<file path="config.mk">
export PLATFORM = sky130hd
export DESIGN_NAME = source_char_filter_nested_comments_unit
export DESIGN_NICKNAME = d
export VERILOG_FILES = /design/src/rtl/scfnc_pkg.sv /design/src/rtl/scfnc_front.sv /design/src/rtl/scfnc_midq.sv /design/src/rtl/scfnc_back.sv /design/src/rtl/scfnc_outq.sv /design/src/rtl/source_char_filter_nested_comments_unit.sv
export SDC_FILE = /design/constraint.sdc
export NUM_CORES = 1
export LEC_CHECK = 0
export ABC_AREA = 1
export BUFFER_PORTS_ARGS = -buffer_cell sky130_fd_sc_hd__buf_4
export CORE_ASPECT_RATIO = 0.7
export CORE_MARGIN = 5
export CORE_UTILIZATION = 46
export CTS_BUF_LIST = sky130_fd_sc_hd__clkbuf_16
export CTS_CLUSTER_SIZE = 24
export DETAILED_ROUTE_END_ITERATION = 7
export GPL_TIMING_DRIVEN = 0
export SLEW_MARGIN = 30
export SYNTH_ARGS = -nofsm -noshare
export SYNTH_HDL_FRONTEND = slang
export SYNTH_SLANG_ARGS = --single-unit
</file>
<file path="constraint.sdc">
create_clock -name clk -period 10.5 [get_ports clk]
set_input_delay 2.1 -clock clk [delete_from_list [all_inputs] [get_ports clk]]
set_output_delay 2.1 -clock clk [all_outputs]
set_load 0.02 [all_outputs]
</file>
<file path="src/rtl/scfnc_pkg.sv">
// Shared types and constants for the nested comment filter.
`default_nettype none
package scfnc_pkg;

  localparam int LINE_W    = 24;
  localparam int COL_W     = 16;
  localparam int MAX_DEPTH = 255;
  localparam int DEPTH_W   = $clog2(MAX_DEPTH + 1);

  localparam int MIDQ_DEPTH = 2;
  localparam int MIDQ_AW    = $clog2(MIDQ_DEPTH);
  localparam int MIDQ_CW    = $clog2(MIDQ_DEPTH + 1);
  localparam int OUTQ_DEPTH = 4;
  localparam int OUTQ_AW    = $clog2(OUTQ_DEPTH);
  localparam int OUTQ_CW    = $clog2(OUTQ_DEPTH + 1);

  localparam logic [LINE_W-1:0] LINE_TOP = {LINE_W{1'b1}};
  localparam logic [COL_W-1:0]  COL_TOP  = {COL_W{1'b1}};

  localparam logic [7:0] CH_LF = 8'd10;
  localparam logic [7:0] CH_CR = 8'd13;

  localparam logic [7:0] OPEN_FIRST_RST   = 8'd40;
  localparam logic [7:0] OPEN_SECOND_RST  = 8'd42;
  localparam logic [7:0] CLOSE_FIRST_RST  = 8'd42;
  localparam logic [7:0] CLOSE_SECOND_RST = 8'd41;

  typedef enum logic [1:0] {
    CFG_OPEN_FIRST   = 2'd0,
    CFG_OPEN_SECOND  = 2'd1,
    CFG_CLOSE_FIRST  = 2'd2,
    CFG_CLOSE_SECOND = 2'd3
  } cfg_idx_t;

  typedef enum logic [1:0] {
    KIND_CHAR     = 2'd0,
    KIND_END      = 2'd1,
    KIND_EOF_CMT  = 2'd2,
    KIND_TOO_DEEP = 2'd3
  } kind_t;

  typedef enum logic [1:0] {
    MODE_PLAIN  = 2'd0,
    MODE_CMT    = 2'd1,
    MODE_CLOSE1 = 2'd2,
    MODE_OPEN1  = 2'd3
  } mode_t;

  typedef enum logic [1:0] {
    NL_NONE = 2'd0,
    NL_CR   = 2'd1,
    NL_LF   = 2'd2
  } nl_t;

  typedef struct packed {
    logic       is_end;
    logic       is_cr;
    logic       is_lf;
    logic       m_of;
    logic       m_os;
    logic       m_cf;
    logic       m_cs;
    logic [7:0] ch;
    logic [7:0] of_val;
  } item_t;

  typedef struct packed {
    logic [7:0]        ch;
    logic [LINE_W-1:0] line;
    logic [COL_W-1:0]  col;
    kind_t             kind;
    logic              last;
  } result_t;

endpackage
`default_nettype wire

</file>
<file path="src/rtl/scfnc_front.sv">
// Front part: marker registers and byte classification.
`default_nettype none
module scfnc_front (
  input  wire logic                 clk,
  input  wire logic                 rst_n,
  input  wire logic                 cfg_we,
  input  wire logic [1:0]           cfg_index,
  input  wire logic [7:0]           cfg_data,
  input  wire logic [7:0]           in_byte,
  input  wire logic                 in_end,
  output scfnc_pkg::item_t          item
);
  import scfnc_pkg::*;

  logic [7:0] open_first_r, open_second_r, close_first_r, close_second_r;
  logic [7:0] folded;

  always_ff @(posedge clk) begin
    if (!rst_n) begin
      open_first_r   <= OPEN_FIRST_RST;
      open_second_r  <= OPEN_SECOND_RST;
      close_first_r  <= CLOSE_FIRST_RST;
      close_second_r <= CLOSE_SECOND_RST;
    end else if (cfg_we) begin
      unique case (cfg_idx_t'(cfg_index))
        CFG_OPEN_FIRST:   open_first_r   <= cfg_data;
        CFG_OPEN_SECOND:  open_second_r  <= cfg_data;
        CFG_CLOSE_FIRST:  close_first_r  <= cfg_data;
        CFG_CLOSE_SECOND: close_second_r <= cfg_data;
        default: ;
      endcase
    end
  end

  assign folded = (in_byte == CH_CR) ? CH_LF : in_byte;

  always_comb begin
    item.is_end = in_end;
    item.is_cr  = (in_byte == CH_CR);
    item.is_lf  = (in_byte == CH_LF);
    item.m_of   = (folded == open_first_r);
    item.m_os   = (folded == open_second_r);
    item.m_cf   = (folded == close_first_r);
    item.m_cs   = (folded == close_second_r);
    item.ch     = folded;
    item.of_val = open_first_r;
  end

endmodule
`default_nettype wire

</file>
<file path="src/rtl/scfnc_midq.sv">
// Short queue of classified items between the front and back parts.
`default_nettype none
module scfnc_midq (
  input  wire logic         clk,
  input  wire logic         rst_n,
  input  wire logic         push,
  input  scfnc_pkg::item_t  push_item,
  output logic              full,
  input  wire logic         pop,
  output logic              valid,
  output scfnc_pkg::item_t  head
);
  import scfnc_pkg::*;

  item_t              q_r [MIDQ_DEPTH];
  logic [MIDQ_AW-1:0] wp_r, rp_r;
  logic [MIDQ_CW-1:0] cnt_r, cnt_nxt;
  logic               do_push, do_pop;

  assign full    = (cnt_r == MIDQ_CW'(MIDQ_DEPTH));
  assign valid   = (cnt_r != '0);
  assign head    = q_r[rp_r];
  assign do_push = push & ~full;
  assign do_pop  = pop & valid;

  always_comb begin
    cnt_nxt = cnt_r;
    if (do_push && !do_pop) begin
      cnt_nxt = cnt_r + MIDQ_CW'(1);
    end else if (!do_push && do_pop) begin
      cnt_nxt = cnt_r - MIDQ_CW'(1);
    end
  end

  always_ff @(posedge clk) begin
    if (do_push) begin
      q_r[wp_r] <= push_item;
    end
  end

  always_ff @(posedge clk) begin
    if (!rst_n) begin
      wp_r  <= '0;
      rp_r  <= '0;
      cnt_r <= '0;
    end else begin
      if (do_push) wp_r <= wp_r + MIDQ_AW'(1);
      if (do_pop)  rp_r <= rp_r + MIDQ_AW'(1);
      cnt_r <= cnt_nxt;
    end
  end

endmodule
`default_nettype wire

</file>
<file path="src/rtl/scfnc_back.sv">
// Back part: newline folding, position tracking and the comment scanner.
`default_nettype none
module scfnc_back (
  input  wire logic          clk,
  input  wire logic          rst_n,
  input  wire logic          valid,
  input  scfnc_pkg::item_t   it,
  input  wire logic          room2,
  output logic               take,
  output logic [1:0]         wr_n,
  output scfnc_pkg::result_t res0,
  output scfnc_pkg::result_t res1
);
  import scfnc_pkg::*;

  mode_t              mode_r, mode_nxt;
  nl_t                nl_r, nl_nxt;
  logic               held_r, held_nxt;
  logic [LINE_W-1:0]  hline_r, hline_nxt, line_r, line_nxt, la;
  logic [COL_W-1:0]   hcol_r, hcol_nxt, col_r, col_nxt, ca;
  logic [DEPTH_W-1:0] depth_r, depth_nxt;
  logic               start_r, start_nxt;
  logic               is_char, swallow, step, fin_end, opened, too_deep, examine, clear;

  assign take     = valid & room2;
  assign is_char  = take & ~it.is_end;
  assign swallow  = is_char & (((nl_r == NL_CR) && it.is_lf) || ((nl_r == NL_LF) && it.is_cr));
  assign step     = is_char & ~swallow;
  assign fin_end  = take & it.is_end;
  assign opened   = step && (mode_r == MODE_PLAIN) && held_r && it.m_os;
  assign too_deep = step && (mode_r == MODE_OPEN1) && it.m_os &&
                    (depth_r >= DEPTH_W'(MAX_DEPTH));
  assign examine  = step && ((mode_r == MODE_CMT) ||
                             ((mode_r == MODE_CLOSE1) && !it.m_cs) ||
                             ((mode_r == MODE_OPEN1) && !it.m_os));
  assign clear    = fin_end | too_deep;

  always_comb begin
    if (start_r) begin
      la = (line_r == LINE_TOP) ? line_r : line_r + LINE_W'(1);
      ca = COL_W'(1);
    end else begin
      la = line_r;
      ca = (col_r == COL_TOP) ? col_r : col_r + COL_W'(1);
    end
  end

  always_comb begin
    mode_nxt = mode_r;
    if (clear) begin
      mode_nxt = MODE_PLAIN;
    end else if (examine) begin
      priority if (it.m_cf) begin
        mode_nxt = MODE_CLOSE1;
      end else if (it.m_of) begin
        mode_nxt = MODE_OPEN1;
      end else begin
        mode_nxt = MODE_CMT;
      end
    end else if (step) begin
      unique case (mode_r)
        MODE_PLAIN:  if (opened) mode_nxt = MODE_CMT;
        MODE_CLOSE1: mode_nxt = (depth_r == '0) ? MODE_PLAIN : MODE_CMT;
        MODE_OPEN1:  mode_nxt = MODE_CMT;
        MODE_CMT:    mode_nxt = MODE_CMT;
        default:     mode_nxt = MODE_PLAIN;
      endcase
    end
  end

  always_comb begin
    nl_nxt    = nl_r;
    held_nxt  = held_r;
    hline_nxt = hline_r;
    hcol_nxt  = hcol_r;
    line_nxt  = line_r;
    col_nxt   = col_r;
    depth_nxt = depth_r;
    start_nxt = start_r;
    wr_n      = 2'd0;
    res0      = '{ch: 8'd0, line: la, col: ca, kind: KIND_CHAR, last: 1'b1};
    res1      = '{ch: 8'd0, line: la, col: ca, kind: KIND_END, last: 1'b1};
    if (fin_end) begin
      if (mode_r != MODE_PLAIN) begin
        res0.kind = KIND_EOF_CMT;
        wr_n      = 2'd1;
      end else if (held_r) begin
        res0 = '{ch: it.of_val, line: hline_r, col: hcol_r, kind: KIND_CHAR, last: 1'b0};
        wr_n = 2'd2;
      end else begin
        res0.kind = KIND_END;
        wr_n      = 2'd1;
      end
    end else if (swallow) begin
      nl_nxt = NL_NONE;
    end else if (step) begin
      nl_nxt    = it.is_cr ? NL_CR : (it.is_lf ? NL_LF : NL_NONE);
      line_nxt  = la;
      col_nxt   = ca;
      start_nxt = it.is_cr | it.is_lf;
      unique case (mode_r)
        MODE_PLAIN: begin
          if (opened) begin
            held_nxt  = 1'b0;
            depth_nxt = '0;
          end else begin
            held_nxt = it.m_of;
            if (it.m_of) begin
              hline_nxt = la;
              hcol_nxt  = ca;
            end
            if (held_r) begin
              res0 = '{ch: it.of_val, line: hline_r, col: hcol_r, kind: KIND_CHAR,
                       last: it.m_of};
              res1 = '{ch: it.ch, line: la, col: ca, kind: KIND_CHAR, last: 1'b1};
              wr_n = it.m_of ? 2'd1 : 2'd2;
            end else if (!it.m_of) begin
              res0.ch = it.ch;
              wr_n    = 2'd1;
            end
          end
        end
        MODE_CLOSE1: begin
          if (it.m_cs && (depth_r != '0)) depth_nxt = depth_r - DEPTH_W'(1);
        end
        MODE_OPEN1: begin
          if (it.m_os) begin
            if (too_deep) begin
              res0.kind = KIND_TOO_DEEP;
              wr_n      = 2'd1;
            end else begin
              depth_nxt = depth_r + DEPTH_W'(1);
            end
          end
        end
        MODE_CMT: ;
        default: ;
      endcase
    end
    if (clear) begin
      nl_nxt    = NL_NONE;
      held_nxt  = 1'b0;
      depth_nxt = '0;
      line_nxt  = '0;
      col_nxt   = '0;
      start_nxt = 1'b1;
    end
  end

  always_ff @(posedge clk) begin
    hline_r <= hline_nxt;
    hcol_r  <= hcol_nxt;
  end

  always_ff @(posedge clk) begin
    if (!rst_n) begin
      mode_r  <= MODE_PLAIN;
      nl_r    <= NL_NONE;
      held_r  <= 1'b0;
      line_r  <= '0;
      col_r   <= '0;
      depth_r <= '0;
      start_r <= 1'b1;
    end else begin
      mode_r  <= mode_nxt;
      nl_r    <= nl_nxt;
      held_r  <= held_nxt;
      line_r  <= line_nxt;
      col_r   <= col_nxt;
      depth_r <= depth_nxt;
      start_r <= start_nxt;
    end
  end

`ifndef SYNTHESIS
  a_held_plain: assert property (@(posedge clk) disable iff (!rst_n)
    held_r |-> (mode_r == MODE_PLAIN))
    else $error("held opener outside plain text");
  a_clear_state: assert property (@(posedge clk) disable iff (!rst_n)
    clear |=> (mode_r == MODE_PLAIN) && !held_r && (line_r == '0) && start_r)
    else $error("state not cleared after end or error");
  a_swallow_nl: assert property (@(posedge clk) disable iff (!rst_n)
    swallow |=> (nl_r == NL_NONE))
    else $error("newline pair not retired");
  a_end_result: assert property (@(posedge clk) disable iff (!rst_n)
    fin_end |-> (wr_n != 2'd0))
    else $error("end of input gave no result");
`endif

endmodule
`default_nettype wire

</file>
<file path="src/rtl/scfnc_outq.sv">
// Result queue taking up to two results per cycle and giving one per pop.
`default_nettype none
module scfnc_outq (
  input  wire logic          clk,
  input  wire logic          rst_n,
  input  wire logic [1:0]    wr_n,
  input  scfnc_pkg::result_t w0,
  input  scfnc_pkg::result_t w1,
  output logic               room2,
  input  wire logic          pop,
  output logic               empty,
  output scfnc_pkg::result_t head
);
  import scfnc_pkg::*;

  result_t            q_r [OUTQ_DEPTH];
  logic [OUTQ_AW-1:0] wp_r, rp_r;
  logic [OUTQ_CW-1:0] cnt_r;
  logic               do_pop;

  assign empty  = (cnt_r == '0);
  assign room2  = (cnt_r <= OUTQ_CW'(OUTQ_DEPTH - 2));
  assign head   = q_r[rp_r];
  assign do_pop = pop & ~empty;

  always_ff @(posedge clk) begin
    if (wr_n != 2'd0) q_r[wp_r] <= w0;
    if (wr_n == 2'd2) q_r[wp_r + OUTQ_AW'(1)] <= w1;
  end

  always_ff @(posedge clk) begin
    if (!rst_n) begin
      wp_r  <= '0;
      rp_r  <= '0;
      cnt_r <= '0;
    end else begin
      wp_r  <= wp_r + OUTQ_AW'(wr_n);
      if (do_pop) rp_r <= rp_r + OUTQ_AW'(1);
      cnt_r <= cnt_r + OUTQ_CW'(wr_n) - OUTQ_CW'(do_pop);
    end
  end

endmodule
`default_nettype wire

</file>
<file path="src/rtl/source_char_filter_nested_comments_unit.sv">
// Top level of the nested comment filter with line and column tracking.
// Usage: raw bytes enter on the input queue port (in_push while in_full is low);
// in_end marks end of input and carries no byte. Results leave on the output
// queue port: while out_empty is low the oldest result is on out_char, out_line,
// out_column, out_kind and out_last, and out_pop takes it.
// Marker bytes are written through cfg_we, cfg_index and cfg_data while idle.
// A beat accepted into the item queue is scanned from there, and its results
// are registered in the result queue before they can be popped.
// Throughput: one input beat and one result beat per cycle while in_full is low
// and the scanner has room. For an item giving two results, the scanner writes both at once.
// The scanner takes an item only when the result queue has room for two.
// Reset clears both queues and all scan state and loads the default markers;
// there is no clearing pass. When the receiver stalls the result queue fills,
// the scanner stops, the item queue fills and in_full rises.
`default_nettype none
module source_char_filter_nested_comments_unit (
  input  wire logic        clk,
  input  wire logic        rst_n,
  input  wire logic        cfg_we,
  input  wire logic [1:0]  cfg_index,
  input  wire logic [7:0]  cfg_data,
  input  wire logic        in_push,
  output logic             in_full,
  input  wire logic [7:0]  in_byte,
  input  wire logic        in_end,
  output logic             out_empty,
  input  wire logic        out_pop,
  output logic [7:0]       out_char,
  output logic [23:0]      out_line,
  output logic [15:0]      out_column,
  output logic [1:0]       out_kind,
  output logic             out_last
);
  import scfnc_pkg::*;

  item_t      fr_item, mid_head;
  logic       mid_valid, take, room2;
  logic [1:0] wr_n;
  result_t    res0, res1, head;

  scfnc_front u_front (
    .clk       (clk),
    .rst_n     (rst_n),
    .cfg_we    (cfg_we),
    .cfg_index (cfg_index),
    .cfg_data  (cfg_data),
    .in_byte   (in_byte),
    .in_end    (in_end),
    .item      (fr_item)
  );

  scfnc_midq u_midq (
    .clk       (clk),
    .rst_n     (rst_n),
    .push      (in_push),
    .push_item (fr_item),
    .full      (in_full),
    .pop       (take),
    .valid     (mid_valid),
    .head      (mid_head)
  );

  scfnc_back u_back (
    .clk   (clk),
    .rst_n (rst_n),
    .valid (mid_valid),
    .it    (mid_head),
    .room2 (room2),
    .take  (take),
    .wr_n  (wr_n),
    .res0  (res0),
    .res1  (res1)
  );

  scfnc_outq u_outq (
    .clk   (clk),
    .rst_n (rst_n),
    .wr_n  (wr_n),
    .w0    (res0),
    .w1    (res1),
    .room2 (room2),
    .pop   (out_pop),
    .empty (out_empty),
    .head  (head)
  );

  assign out_char   = head.ch;
  assign out_line   = head.line;
  assign out_column = head.col;
  assign out_kind   = head.kind;
  assign out_last   = head.last;

endmodule
`default_nettype wire

</file>
==> results.json, run 1 <==
{
  "nets": 2537,
  "drc": 0,
  "start_util_pct": 46.9,
  "die_w_um": 259,
  "maxSlewHeadroom_pct": 36.9,
  "fillers": 3984,
  "avgSynthCellArea_um2": 8.44,
  "slowest_delay_ns": 0.63,
  "ys_seq_area_share_pct": 53.2,
  "cp_slowest_cell": "clkbuf_1",
  "drt_iter0_drc": 2049,
  "fin_total_pwr_mw": 6.10,
  "cp.arrival_ns": 3.08,
  "crit_fanout": 10,
  "max-cap-violations": 0,
  "cts_made_buffers": 41,
  "core_um2": 42600,
  "skew_ns": 0.0204,
  "final-max-slew-violation-count": 0,
  "fp-row-count": 63,
  "area_growth_pct": 13.9,
  "cts.repair_timing.setup_buffer_count": 0,
  "via_per_inst": 5.69,
  "yosysTopAreaCell": "edfxtp_1",
  "hold_viol": 0,
  "syn_inst": 2369,
  "crit_path_start_kind": "register",
  "wirelength_um": 64800,
  "die_area_um2": 47800,
  "vias": 17711,
  "final_core_util_pct": 53.4,
  "antenna_left": 0,
  "netlist_area_um2": 20000,
  "total_leakage_power_nw": 8.82,
  "setup_viol": 0,
  "synth_warnings": 0,
  "ir_drop_mv": 0.153,
  "post-route-period-util_pct": 49.3,
  "cts_tree": "done",
  "path_class": "register to output pin",
  "synth.area.top_cells": "edfxtp_1 42%, dfxtp_1 11%, nand2_1 9.6%",
  "outcome": "complete, no violations",
  "io_buffers": 72,
  "dp_slack_ns": 6.01,
  "max_slew.worst_pin.slew_ns": 0.937,
  "cts-root-buf": "clkbuf_16",
  "antenna_found_initial": 0,
  "hpwl_um": 45700,
  "crit_required_ns": 8.40,
  "cts_resized": 0,
  "grt_setup_unrepaired": "false",
  "postCtsHoldBufs": 0,
  "clk_latency_ns": 0.56,
  "post-route-min-period_ns": 5.18,
  "dr.pass1.iters": 6,
  "worstSetupEndpointType": "output pin",
  "grt_usage_pct": 26.6,
  "max_freq_mhz": 193,
  "drive_above_1_share_pct": 9.47,
  "grt_pass1_wl_um": 99200,
  "worstPathCellList": "clkbuf_1, clkbuf_1, nor2_1, o22ai_1, buf_4",
  "diodes": 0,
  "synth-seq-cells": 390,
  "min_from": "u_outq.q_r[2][0]",
  "min_path_type": "register to register",
  "synth_cell_types": 44,
  "powerDensity_nw_per_um2": 268,
  "htreeDepth": 2,
  "worst-path-buf-inv": 3,
  "die_h_um": 184,
  "clock_sinks": 390,
  "syn_nets": 2414,
  "synth_top_area_share_pct": 42.3,
  "cp_top_family": "buffers and inverters",
  "gp_congestion": 0.917,
  "reg2reg_from": "u_back.mode_r[0]",
  "grt_pass1_vias": 16761,
  "setup_ws_ns": 5.32,
  "ios": 77,
  "clk_pin_slew_ns": 0.06,
  "grt_start_max_net_pins": 38,
  "overflow": 0,
  "setup_tns_ns": 0,
  "clockBufferDepth": 3,
  "cp_common_cell": "clkbuf_1",
  "wl_per_cell_um": 20.8
}
==> cell type report <==
| class | instances | area, µm² | share of cell area [%] |
|---|---|---|---|
| sequential | 390 | 10600 | 46.7 |
| multi-input combinational | 1659 | 8150 | 35.8 |
| clock buffer | 42 | 1050 | 4.61 |
| timing repair buffer | 80 | 738 | 3.24 |
| tap | 585 | 732 | 3.21 |
| inverter | 192 | 721 | 3.16 |
| buffer | 128 | 558 | 2.45 |
| clock inverter | 34 | 195 | 0.857 |
==> final timing paths <==
path,to,slack [ns],depth (start not counted)
worst min-delay path,u_outq.q_r[2][0],0.46,2
worst max register to register,u_outq.q_r[0][26],6.30,12
worst min register to register,u_outq.q_r[2][0],0.46,2
worst max-delay path,out_column[0],5.32,5
==> worst register-to-register path, stage by stage (launching register included) <==
cell and delay (ns):
dfxtp_1 0.42, inv_1 0.10, ha_1 0.31, nand2_1 0.28, inv_1 0.26, nor2_1 0.47
inv_1 0.39, nand2_2 0.33, inv_2 0.10, nand3_2 0.27, buf_2 0.37, nand2_4 0.32
buf_12 0.29
==> synth_stat cells, drive strengths merged <==
library cell	instances
a211oi	1
a21o	2
a21oi	100
a22oi	1
a31oi	3
and2	2
buf	37
clkbuf	91
clkinv	1
dfxtp	108
edfxtp	282
fa	2
ha	19
inv	191
mux2i	4
nand2	522
nand3	112
nand3b	12
nand4	51
nor2	270
nor3	20
nor4	5
o2111a	3
o211ai	8
o21a	2
o21ai	382
o21bai	2
o22ai	53
or2	31
xnor2	9
xor2	43
==> layer usage <==
layer  GRT usage, %  share of wire, %  up-vias
met5              0                 0        -
met4           6.49               2.5        0
met3           5.09                10      113
met2           41.3                43      845
met1           38.9                44     8427
li1               -                 -     8326
==> registers in the layout, summed over array words and instances (netlist names), 16 cells and up, named ones only <==
name and flops:
u_back.col_r 16, u_back.line_r 24, u_outq.q_r 204, u_midq.q_r 46, u_back.hline_r 24, u_back.hcol_r 16
==> cells by family after synthesis <==
family / after synthesis / synth area share (%)
AND/OR/NAND/NOR: 1025 / 21.9
AO/OA/AOI/OAI: 557 / 14.7
flip-flops: 390 / 53.2
buffers and inverters: 320 / 6.39
XOR/XNOR: 52 / 2.28
adder cells (fa/ha/maj): 21 / 1.39
multiplexers: 4 / 0.200
==> through the flow <==
stage	std cells	hold slack, ns	instance area [µm²]
after detailed placement	3034	0.442	21500
after global routing	3110	0.490	22800
after CTS	3110	0.458	22800
after floorplan	2369	0.424	20000
after global placement	3026	0.437	21300
final	3110	0.463	22800
==> where the power goes <==
group / total [mW] / internal [mW] / switching, mW
combinational: 2.43 / 0.658 / 1.77
clock: 1.39 / 0.753 / 0.640
sequential: 2.28 / 2.11 / 0.171
==> placed cells by master, fill, tap and decap left out, drive strengths merged <==
| cell type | netlist | layout |
|---|---|---|
| nand3 | 112 | 112 |
| clkbuf | 91 | 133 |
| inv | 191 | 206 |
| nor3 | 20 | 20 |
| nor4 | 5 | 5 |
| o211ai | 8 | 8 |
| clkinvlp | 0 | 1 |
| a31oi | 3 | 3 |
| mux2i | 4 | 4 |
| xnor2 | 9 | 9 |
| nor2 | 270 | 270 |
| or2 | 31 | 31 |
| fa | 2 | 2 |
| nand2 | 522 | 522 |
| nand4 | 51 | 51 |
| a21oi | 100 | 100 |
| o22ai | 53 | 53 |
| o21bai | 2 | 2 |
| o21a | 2 | 2 |
| ha | 19 | 19 |
| bufinv | 0 | 1 |
| edfxtp | 282 | 282 |
| clkinv | 1 | 18 |
| a211oi | 1 | 1 |
| dfxtp | 108 | 108 |
| o2111a | 3 | 3 |
| xor2 | 43 | 43 |
| o21ai | 382 | 382 |
| nand3b | 12 | 12 |
| a21o | 2 | 2 |
| and2 | 2 | 2 |
| buf | 37 | 117 |
| a22oi | 1 | 1 |
No activity file was read; power rests on OpenSTA's default activity.
==> run 2: changes to the inputs <==
clock period = 4.7 ns   (was 10.5 ns; I/O delays follow)
==> run 2 against run 1 <==
  * Global-route usage stayed put
  * Die area did not move
  * Utilization unchanged
  * Worst setup slack got worse by 4.8 ns
  * Hold slack lost 0.0017 ns
  * Critical endpoint is now u_outq.q_r[0][24]
==> results.json, run 2 (synthesis gave the netlist of run 1 again) <==
{
  "outcome": "complete, no violations",
  "setup_viol": 0,
  "dp_slack_ns": 0.635,
  "antenna_found_initial": 0,
  "wirelength_um": 64900,
  "layout_common_cells": "509 x nand2_1, 282 x edfxtp_1, 281 x o21ai_0",
  "maxSlewHeadroom_pct": 36.6,
  "drive_above_1_share_pct": 9.47,
  "clk_latency_ns": 0.56,
  "r2r_slack_ns": 0.50,
  "final_cells": 3110,
  "total_leakage_power_nw": 8.82,
  "hpwl_um": 45700,
  "slowest_delay_ns": 0.48,
  "whs_ns": 0.461,
  "powerDensity_nw_per_um2": 598,
  "setup_tns_ns": 0,
  "area_growth_pct": 13.9,
  "grt_pass1_vias": 16760,
  "clk_pin_slew_ns": 0.07,
  "cts_resized": 0,
  "setup_ws_ns": 0.503,
  "ir_drop_mv": 0.341,
  "fp-row-count": 63,
  "postCtsHoldBufs": 0,
  "min_path_type": "register to register",
  "final_common_cell": "nand2_1",
  "worstPathCellList": "inv_1, ha_1, nand2_1, inv_1, nor2_1, inv_1, nand2_2, inv_2, nand3_2, buf_2, nand2_4, buf_12",
  "crit_fanout": 27,
  "ios": 77,
  "clock_sinks": 390,
  "grt_start_max_net_pins": 38,
  "grt_usage_pct": 26.6,
  "final-max-slew-violation-count": 0,
  "start_util_pct": 46.9,
  "cts.repair_timing.setup_buffer_count": 0,
  "cp_slowest_cell": "nor2_1",
  "cp.arrival_ns": 4.49,
  "max-cap-violations": 0,
  "reg.largest.list": "u_outq.q_r x204, u_midq.q_r x46",
  "diodes": 0,
  "antenna_left": 0,
  "largest-register": "u_outq.q_r",
  "cts_made_buffers": 41,
  "grt_setup_unrepaired": "false",
  "vias": 17696,
  "die_area_um2": 47800,
  "post-route-period-util_pct": 89.3,
  "fillers": 3984,
  "nets": 2537,
  "regArea_um2": 10600,
  "clockBufferDepth": 3,
  "wl_per_cell_um": 20.9,
  "overflow": 0,
  "gp_congestion": 0.917,
  "dr.pass1.iters": 6,
  "worstSetupEndpointType": "register",
  "hold_viol": 0,
  "placedCellCount": 3034,
  "io_buffers": 72,
  "multi_input_area_um2": 8150,
  "max_slew.worst_pin.slew_ns": 0.942,
  "post-route-min-period_ns": 4.20,
  "cts-root-buf": "clkbuf_16",
  "cp_common_cell": "inv_1",
  "htreeDepth": 2,
  "largest_reg_flops": 204,
  "via_per_inst": 5.69,
  "cts_tree": "done",
  "final_core_util_pct": 53.4,
  "drc": 0,
  "drt_iter0_drc": 1929,
  "skew_ns": 0.0209,
  "crit_required_ns": 4.99,
  "die_w_um": 259,
  "grt_pass1_wl_um": 99200,
  "core_um2": 42600,
  "die_h_um": 184,
  "path_class": "register to register",
  "max_freq_mhz": 238,
  "crit_path_start_kind": "register"
}
[run 2: cell counts in the layout (fill, tap and decap cells not counted)]
No cell type changed its count.
[run 2: where the power goes]
group	switching, mW	leakage (nW)	internal (mW)
clock network	1.42	0.661	1.68
logic	3.95	4.67	1.47
registers	0.385	3.49	4.71
[run 2: worst paths after layout]
check                         from                 to  cells after the start
setup / recovery  u_back.mode_r[0]  u_outq.q_r[0][24]                     12
hold / removal    u_outq.q_r[2][0]   u_outq.q_r[2][0]                      2
setup reg to reg  u_back.mode_r[0]  u_outq.q_r[0][24]                     12
hold reg to reg   u_outq.q_r[2][0]   u_outq.q_r[2][0]                      2
[run 2: final cells by class]
cell class | instances | share of cell area [%]
tap | 585 | 3.21
clock inverter | 34 | 0.857
clock buffer | 42 | 4.61
multi-input combinational | 1659 | 35.8
inverter | 192 | 3.16
sequential | 390 | 46.7
timing repair buffer | 80 | 3.24
buffer | 128 | 2.45
[run 2: stage by stage]
| stage | area, µm² | power [mW] |
|---|---|---|
| final | 22800 | 13.6 |
| after global routing | 22800 | 14.3 |
| after CTS | 22800 | 13.6 |
| after detailed placement | 21500 | 10.5 |
| after global placement | 21300 | 10.3 |
| after floorplan | 20000 | 8.26 |
[run 2: worst max-delay path: cells and delay by family (launching register included)]
kind                     cells  cell delay, ns
adder cells (fa/ha/maj)      1            0.31
buffers and inverters        6            1.49
flip-flops                   1            0.42
AND/OR/NAND/NOR              5            1.66
[run 2: layer usage]
| metal | routed length, µm | part of all wire (%) | up-vias | GRT usage [%] |
|---|---|---|---|---|
| li1 | - | - | 8319 | - |
| met1 | 28800 | 44 | 8415 | 38.9 |
| met2 | 28000 | 43 | 856 | 41.3 |
| met3 | 6560 | 10 | 106 | 5.09 |
| met4 | 1570 | 2.4 | 0 | 6.49 |
| met5 | 0 | 0 | - | 0 |
